===== config.mk =====
export PLATFORM = sky130hd
export DESIGN_NAME = sorted_insert_table
export DESIGN_NICKNAME = d
export VERILOG_FILES = /design/src/sv/sit_pkg.sv /design/src/sv/sit_cell.sv /design/src/sv/sorted_insert_table.sv
export VERILOG_INCLUDE_DIRS = /design/src /design/src/sv
export SDC_FILE = /design/constraint.sdc
export NUM_CORES = 2
export LEC_CHECK = 0
export BUFFER_PORTS_ARGS = -buffer_cell sky130_fd_sc_hd__buf_2
export CORE_UTILIZATION = 61
export CTS_CLUSTER_SIZE = 30
export DETAILED_ROUTE_END_ITERATION = 10
export GPL_ROUTABILITY_DRIVEN = 0
export HOLD_SLACK_MARGIN = 0.06
export PLACE_DENSITY_LB_ADDON = 0.15
export SLEW_MARGIN = 20
export SYNTH_ARGS = -nofsm -noshare
export SYNTH_HDL_FRONTEND = slang
export SYNTH_SLANG_ARGS = --single-unit

===== constraint.sdc =====
create_clock -name i_clk -period 8.3 [get_ports i_clk]
set_input_delay 1.66 -clock i_clk [delete_from_list [all_inputs] [get_ports i_clk]]
set_output_delay 1.66 -clock i_clk [all_outputs]
set_load 0.005 [all_outputs]

===== src/sv/assert_macros.svh =====
// ----------------------------------------------------------------------------
// Assertion macros shared by the RTL modules.
// Each macro wraps a concurrent assertion clocked on i_clk and held off
// while the synchronous reset i_rst_n is low.
// ----------------------------------------------------------------------------
`ifndef ASSERT_MACROS_SVH
`define ASSERT_MACROS_SVH

// Plain property, checked at every clock edge outside reset.
`define SIT_ASSERT(label, prop, msg) \
    label: assert property (@(posedge i_clk) disable iff (!i_rst_n) (prop)) \
        else $error(msg);

// Implication in the same cycle.
`define SIT_ASSERT_IMPL(label, cond, prop, msg) \
    label: assert property (@(posedge i_clk) disable iff (!i_rst_n) \
        (cond) |-> (prop)) else $error(msg);

// Implication checked in the cycle after the condition.
`define SIT_ASSERT_NEXT(label, cond, prop, msg) \
    label: assert property (@(posedge i_clk) disable iff (!i_rst_n) \
        (cond) |=> (prop)) else $error(msg);

`endif


===== src/sv/sit_pkg.sv =====
// ----------------------------------------------------------------------------
// sit_pkg
// Shared types, codes and constants of the sorted insert table.
// ----------------------------------------------------------------------------
`timescale 1ns / 1ps
`default_nettype none

package sit_pkg;

    // Default number of cells in the chain.
    localparam int CAPACITY_DEF = 16;

    // Fixed field widths.
    localparam int VALUE_W = 32;
    localparam int COUNT_W = 5;
    localparam int OP_W    = 2;

    // Operation codes.
    localparam logic [OP_W-1:0] OP_INSERT = 2'd0;
    localparam logic [OP_W-1:0] OP_DUMP   = 2'd1;
    localparam logic [OP_W-1:0] OP_QUERY  = 2'd2;

    // One input item.
    typedef struct packed {
        logic [OP_W-1:0]           op;
        logic signed [VALUE_W-1:0] value;
    } t_in;

    // One result item.
    typedef struct packed {
        logic signed [VALUE_W-1:0] item_value;
        logic                      item_last;
        logic signed [VALUE_W-1:0] first_value;
        logic signed [VALUE_W-1:0] last_value;
        logic                      table_empty;
        logic                      insert_dropped;
        logic [COUNT_W-1:0]        entry_count;
    } t_out;

    // Controls broadcast to every cell.
    typedef struct packed {
        logic                      ins_en;
        logic                      rot_en;
        logic signed [VALUE_W-1:0] ins_value;
    } t_cell_ctrl;

    // Position of one cell relative to the fill level.
    typedef struct packed {
        logic occupied;
        logic tail_slot;
        logic is_last;
    } t_cell_pos;

endpackage

`default_nettype wire


===== src/sv/sit_cell.sv =====
// ----------------------------------------------------------------------------
// sit_cell
// One storage cell of the sorted chain. It compares the offered value with
// its own entry and holds, takes the new value, takes its left neighbour's
// entry (insert shift) or its right neighbour's or the head entry (rotation).
// ----------------------------------------------------------------------------
`timescale 1ns / 1ps
`default_nettype none

module sit_cell (
    input  wire                                    i_clk,
    input  wire sit_pkg::t_cell_ctrl               i_ctrl,
    input  wire sit_pkg::t_cell_pos                i_pos,
    input  wire logic signed [sit_pkg::VALUE_W-1:0] i_prev_value,
    input  wire logic                              i_prev_less,
    input  wire logic signed [sit_pkg::VALUE_W-1:0] i_next_value,
    input  wire logic signed [sit_pkg::VALUE_W-1:0] i_head_value,
    output logic signed [sit_pkg::VALUE_W-1:0]     o_value,
    output logic                                   o_less
);

    logic signed [sit_pkg::VALUE_W-1:0] r_value;
    logic signed [sit_pkg::VALUE_W-1:0] n_value;

    // The new value goes before this entry only when strictly smaller, so
    // equal values keep their arrival order.
    assign o_less  = i_pos.occupied && (i_ctrl.ins_value < r_value);
    assign o_value = r_value;

    // Next entry for insert shifting or for rotation during a dump.
    always_comb begin
        n_value = r_value;
        if (i_ctrl.ins_en) begin
            if (i_prev_less) begin
                n_value = i_prev_value;
            end else if (o_less || i_pos.tail_slot) begin
                n_value = i_ctrl.ins_value;
            end
        end else if (i_ctrl.rot_en) begin
            if (i_pos.is_last) begin
                n_value = i_head_value;
            end else if (i_pos.occupied) begin
                n_value = i_next_value;
            end
        end
    end

    always_ff @(posedge i_clk) begin
        r_value <= n_value;
    end

endmodule

`default_nettype wire


===== src/sv/sorted_insert_table.sv =====
// ----------------------------------------------------------------------------
// sorted_insert_table
// Bounded table of signed values kept in ascending order in a chain of
// cells. Inserts are stable for equal values, inserts into a full table are
// refused and flagged, a dump emits every entry in order, a query reports
// the smallest and largest entry.
//
//   Channel   Signals                 Direction  Handshake
//   command   start, busy, i_in       in         start && !busy
//   result    o_strobe, o_result      out        o_strobe, one cycle
//
// Insert and query can follow back to back; the result appears on the
// cycle after the transfer.
// A dump of N entries holds busy while the chain rotates by one cell per
// cycle, emitting cell 0 each cycle; the rotation restores the order after
// N steps. An empty dump leaves busy low and returns a single result.
// Reset is synchronous and clears the fill count and the control state only.
// The receiver cannot stall: each result is valid for exactly one cycle.
// ----------------------------------------------------------------------------
`timescale 1ns / 1ps
`default_nettype none

module sorted_insert_table #(
    parameter int CAPACITY = sit_pkg::CAPACITY_DEF
) (
    input  wire              i_clk,
    input  wire              i_rst_n,
    input  wire              start,
    input  wire sit_pkg::t_in i_in,
    output logic             busy,
    output logic             o_strobe,
    output sit_pkg::t_out    o_result
);

    `include "assert_macros.svh"

    localparam int CW = $clog2(CAPACITY + 1);

    localparam logic ST_IDLE = 1'b0;
    localparam logic ST_DUMP = 1'b1;

    // Control and bookkeeping registers.
    logic                               r_state,  n_state;
    logic [CW-1:0]                      r_count,  n_count;
    logic [CW-1:0]                      r_idx,    n_idx;
    logic signed [sit_pkg::VALUE_W-1:0] r_first,  n_first;
    logic signed [sit_pkg::VALUE_W-1:0] r_last,   n_last;
    logic                               r_strobe, n_strobe;
    sit_pkg::t_out                      r_result, n_result;

    // Chain signals.
    sit_pkg::t_cell_ctrl                cell_ctrl;
    sit_pkg::t_cell_pos                 cell_pos [CAPACITY];
    logic signed [sit_pkg::VALUE_W-1:0] cell_value [CAPACITY];
    logic [CAPACITY-1:0]                less_vec;

    logic accept;
    logic full;
    logic empty;
    logic any_less;
    logic head_slot;

    assign busy     = (r_state == ST_DUMP);
    assign accept   = start && !busy;
    assign full     = (r_count == CW'(CAPACITY));
    assign empty    = (r_count == '0);
    assign any_less = |less_vec;
    assign head_slot = empty || less_vec[0];

    // Broadcast controls to the cells.
    always_comb begin
        cell_ctrl.ins_en    = accept && (i_in.op == sit_pkg::OP_INSERT) && !full;
        cell_ctrl.rot_en    = (r_state == ST_DUMP);
        cell_ctrl.ins_value = i_in.value;
    end

    // The chain of cells.
    for (genvar g = 0; g < CAPACITY; g++) begin : g_cell
        assign cell_pos[g].occupied  = (CW'(g) < r_count);
        assign cell_pos[g].tail_slot = (CW'(g) == r_count);
        assign cell_pos[g].is_last   = (CW'(g) + CW'(1) == r_count);

        if (g == 0) begin : g_head
            sit_cell u_cell (
                .i_clk        (i_clk),
                .i_ctrl       (cell_ctrl),
                .i_pos        (cell_pos[g]),
                .i_prev_value ('0),
                .i_prev_less  (1'b0),
                .i_next_value (cell_value[(g + 1) % CAPACITY]),
                .i_head_value (cell_value[0]),
                .o_value      (cell_value[g]),
                .o_less       (less_vec[g])
            );
        end else if (g == CAPACITY - 1) begin : g_tail
            sit_cell u_cell (
                .i_clk        (i_clk),
                .i_ctrl       (cell_ctrl),
                .i_pos        (cell_pos[g]),
                .i_prev_value (cell_value[g - 1]),
                .i_prev_less  (less_vec[g - 1]),
                .i_next_value (cell_value[g]),
                .i_head_value (cell_value[0]),
                .o_value      (cell_value[g]),
                .o_less       (less_vec[g])
            );
        end else begin : g_mid
            sit_cell u_cell (
                .i_clk        (i_clk),
                .i_ctrl       (cell_ctrl),
                .i_pos        (cell_pos[g]),
                .i_prev_value (cell_value[g - 1]),
                .i_prev_less  (less_vec[g - 1]),
                .i_next_value (cell_value[g + 1]),
                .i_head_value (cell_value[0]),
                .o_value      (cell_value[g]),
                .o_less       (less_vec[g])
            );
        end
    end

    // Command decode, dump sequencing and result formation.
    always_comb begin
        n_state  = r_state;
        n_count  = r_count;
        n_idx    = r_idx;
        n_first  = r_first;
        n_last   = r_last;
        n_strobe = 1'b0;

        n_result.item_value     = '0;
        n_result.item_last      = 1'b1;
        n_result.first_value    = empty ? '0 : r_first;
        n_result.last_value     = empty ? '0 : r_last;
        n_result.table_empty    = empty;
        n_result.insert_dropped = 1'b0;
        n_result.entry_count    = sit_pkg::COUNT_W'(r_count);

        if (r_state == ST_DUMP) begin
            // Emit the head cell while the chain rotates by one place.
            n_strobe                = 1'b1;
            n_result.item_value     = cell_value[0];
            n_result.item_last      = (r_idx + CW'(1) == r_count);
            n_idx                   = r_idx + CW'(1);
            if (r_idx + CW'(1) == r_count) begin
                n_state = ST_IDLE;
            end
        end else if (accept) begin
            case (i_in.op)
                sit_pkg::OP_INSERT: begin
                    n_strobe            = 1'b1;
                    n_result.item_value = i_in.value;
                    if (full) begin
                        n_result.insert_dropped = 1'b1;
                    end else begin
                        n_count = r_count + CW'(1);
                        n_first = head_slot ? i_in.value : r_first;
                        n_last  = any_less ? r_last : i_in.value;
                        n_result.first_value = n_first;
                        n_result.last_value  = n_last;
                        n_result.table_empty = 1'b0;
                        n_result.entry_count = sit_pkg::COUNT_W'(n_count);
                    end
                end
                sit_pkg::OP_DUMP: begin
                    if (empty) begin
                        n_strobe = 1'b1;
                    end else begin
                        n_state = ST_DUMP;
                        n_idx   = '0;
                    end
                end
                sit_pkg::OP_QUERY: begin
                    n_strobe = 1'b1;
                end
                default: begin
                    n_strobe = 1'b0;
                end
            endcase
        end
    end

    // Control registers.
    always_ff @(posedge i_clk) begin
        if (!i_rst_n) begin
            r_state  <= ST_IDLE;
            r_count  <= '0;
            r_idx    <= '0;
            r_strobe <= 1'b0;
        end else begin
            r_state  <= n_state;
            r_count  <= n_count;
            r_idx    <= n_idx;
            r_strobe <= n_strobe;
        end
    end

    // Payload registers.
    always_ff @(posedge i_clk) begin
        r_first  <= n_first;
        r_last   <= n_last;
        r_result <= n_result;
    end

    assign o_strobe = r_strobe;
    assign o_result = r_result;

    // The fill count never passes the number of cells.
    `SIT_ASSERT(a_count_bound, r_count <= CW'(CAPACITY), "fill count above capacity")

    // The dump index stays within the stored entries.
    `SIT_ASSERT_IMPL(a_dump_idx, r_state == ST_DUMP, r_idx < r_count,
        "dump index beyond stored entries")

    // An accepted insert into a table with room grows it by one.
    `SIT_ASSERT_NEXT(a_insert_grows,
        accept && (i_in.op == sit_pkg::OP_INSERT) && !full,
        r_count == $past(r_count) + CW'(1), "insert did not grow the table")

    // A refused insert is only reported when the table is full.
    `SIT_ASSERT_IMPL(a_drop_full, o_strobe && o_result.insert_dropped,
        r_count == CW'(CAPACITY), "insert dropped on a table with room")

endmodule

`default_nettype wire

==> impl_metrics.csv <==
group,metric,value,unit
worst_setup_path,path_cells,"buf_2 -> buf_4 -> ha_1 -> and4_1 -> nand2_1 -> nor4_1 -> o311ai_1 -> a311o_1 -> nand2_2 -> buf_4 -> nor2_1 -> a21o_1 -> o21ai_4 -> buf_4",
worst_setup_path,arrival,6.90,ns
final_layout,area_growth_syn_to_layout,8.57,%
synth,ys_seq_area_share,40.0,%
final_layout,fillers,6588,
route,dr.max_layer_used,"met5",
final_layout,fin_area,53300,µm²
synth,yosysTopAreaCell,"edfxtp_1",
sta,finalHoldViolations,0,
synth,synth_nets,6412,
clock_tree,cts_buffers,81,
route,met1_length,65.9,mm
synth,synthArstFlopShare,0,%
worst_setup_path,critical_path.startpoint_type,"input pin",
synth,synth_top_area_share,35.2,%
worst_setup_path,crit_path_end_kind,"register",
floorplanning,die_h,286,µm
synth,synth_edf_count,576,
floorplanning,die_w,286,µm
clock_tree,clkLatencyLatePin,0.65,ns
clock_tree,cts.sinks,692,
worst_setup_path,cpPeakStageDelay,1.02,ns
placement,place.port_buffers,142,
final_layout,drive_above_1_share,7.11,%
worst_hold_path,hold_class,"register to register",
synth,synth-main-ff-cell,"edfxtp_1",
synth,ys_warn_count,0,
grt,grt_overflow,0,
clock_tree,cts_resized,0,
run_status,outcome,"complete, no violations",
sta,rsz0062_at_grt,"no",
sta,maxSlewViolCount,0,
clock_tree,clkTransAtPathRegs,0.06,ns
sta,worstMarginPinSlew,1.20,ns
run,cap_violations,0,
synth,syn-cell-area,49100,µm²
final_layout,layout.nets,6290,
clock_tree,htree_levels,3,
route,initialDrtViolationCount,6501,
floorplanning,rows,103,
floorplanning,design.die.area,81600,µm²
worst_setup_path,critPathKind,"input pin to register",
route,wl,161,mm
route,met3_length,24.5,mm
sta,min_period,6.64,ns
route,via_count,44100,
sta,setup_tns,0,ns
final_layout,multi_input_area,26100,µm²
worst_setup_path,cp_max_fo,65,
synth,syn_area_per_cell,8.36,µm²
grt,global_route.usage.total,38.7,%
route,post-route-drc-count,0,
final_layout,seq_area,19600,µm²
route,ant_nets,0,
synth,netlist_top_cells_area,"edfxtp_1 35%, ha_1 13%, o21ai_0 7.6%",
power,vdd_drop_max,0.000161,V
clock_tree,clk_path_buf_depth,3,
synth,ys_ff_latch,692,
sta,fin_crit_sh,79.9,%
grt,grt_pass1_vias,40400,
clock_tree,ctsHoldBuffers,0,
route,via_per_inst,6.42,
power,leakagePower,0.0239,µW
floorplanning,top_level_ports,143,
grt,antenna_found_initial,6,
grt,grt_max_degree,210,
worst_setup_path,cp_common_cell,"buf_4",
power,power_density,157,nW/µm²
final_layout,utilization,67.3,%
clock_tree,postCtsSetupRepairBufs,0,
floorplanning,coreArea,79300,µm²
placement,dp_hpwl,114,mm
clock_tree,cts_tree,"yes",
route,wire_per_inst,23.5,µm
synth,synth_cell_types,62,
floorplanning,initial_core_util,62.0,%
sta,fmax,151,MHz
route,wl_met2,65.6,mm
worst_setup_path,cp.required,8.57,ns
worst_setup_path,crit_path_top_delay_cell,"nor4_1",
clock_tree,clock-root-buffer,"clkbuf_16",
sta,setup_viol,0,
placement,placed_area,50500,µm²
synth,synth_cells,5875,
sta,max_slew_margin,18.4,%
route,dr.pass1.iters,8,
sta,clock_skew,0.0283,ns
grt,grt_pass1_wl,243,mm
power,finalPower,8370,µW
-- critical path: cells and delay by family --
kind                       cells  cell delay, ns
AOI/OAI and AO/OA              4            1.38
adders and majority gates      1            0.23
buffers and inverters          4            1.95
and+or+nand+nor                5            1.56
-- area by class of cell --
class	instances	area share (%)
multi-input cells	4200	49.0
inverters	545	3.85
clock inverters	28	0.413
flip-flops and latches	692	36.8
clock buffers	121	4.69
repair buffers	233	2.80
well taps	1050	2.46
diodes	3	0.0141
-- synth_stat cells (7+ instances only) --
cell        n
a211oi_1  112
o31ai_1     8
buf_2      12
nand3_1    96
edfxtp_1  576
inv_1     545
a221oi_1   13
ha_1      500
and4_1     17
and3_1      8
o21ai_0   742
and2_1     14
o211a_1    66
mux2i_1   203
nand2b_1   23
nor4_1      9
nand4_1    70
nor3b_1     8
nor2b_1    25
o22ai_1    37
a21oi_1   666
clkbuf_1  389
dfxtp_1   116
a21o_1     74
nor2_1    452
mux2_2      7
mux2_1     30
buf_1      36
nor3_1     17
nand2_1   916
-- layer usage --
layer,vias to the layer above,global-route usage [%]
li1,20400,-
met1,20500,56.2
met2,2980,54.5
met3,291,11.7
met4,2,13.3
met5,-,0
-- kinds of logic (layout without fill, tap and decap cells) --
kind of cell	Yosys count	count (layout)	synth area share [%]
compound gates	1773	1773	20.3
xor+xnor	11	11	0.196
fa+ha+maj	500	500	12.7
buf+inv	983	927	7.55
flops	692	692	40.0
mux	240	240	4.99
other cells	0	3	0
simple gates	1676	1676	14.3
-- report_power, final --
| group | switching (µW) | total (µW) | internal [µW] |
|---|---|---|---|
| clock network | 1550 | 3710 | 2160 |
| registers | 52.9 | 3850 | 3800 |
| logic | 537 | 804 | 266 |
| total | 2140 | 8370 | 6220 |
-- cells in the final DEF (no fill, tap or decap), types with 116 or more instances in the layout --
| master | n |
|---|---|
| ha_1 | 500 |
| edfxtp_1 | 576 |
| nand2_1 | 911 |
| buf_2 | 142 |
| dfxtp_1 | 116 |
| a21oi_1 | 664 |
| inv_1 | 543 |
| nor2_1 | 450 |
| mux2i_1 | 197 |
| o21ai_0 | 734 |
-- final timing paths --
path | from | depth (start not counted) | slack, ns | to
setup reg to reg | g_cell[0].g_head.u_cell.o_value[5] | 11 | 2.83 | r_last[6]
hold reg to reg | r_first[22] | 2 | 0.49 | o_result[61]
hold / removal | r_first[22] | 2 | 0.49 | o_result[61]
setup / recovery | i_in[31] | 14 | 1.66 | g_cell[11].g_mid.u_cell.o_value[0]
-- metrics by stage --
step / hold slack, ns / std cells / worst slack [ns]
global placement: 0.473 / 6717 / 1.26
finish: 0.487 / 6872 / 1.66
floorplan: 0.462 / 5875 / 1.78
detailed placement: 0.478 / 6717 / 1.23
CTS: 0.486 / 6866 / 1.87
global route: 0.515 / 6871 / 1.70
-- sequential cells by signal, indices dropped and copies added, names as in the netlist --
register                      flops
busy                              1
g_cell.g_head.u_cell.o_value     32
g_cell.g_mid.u_cell.o_value     448
g_cell.g_tail.u_cell.o_value     32
o_result                        104
o_strobe                          1
r_count                           5
r_first                          32
r_idx                             5
r_last                           32
Power figures use the tool's default switching activity.
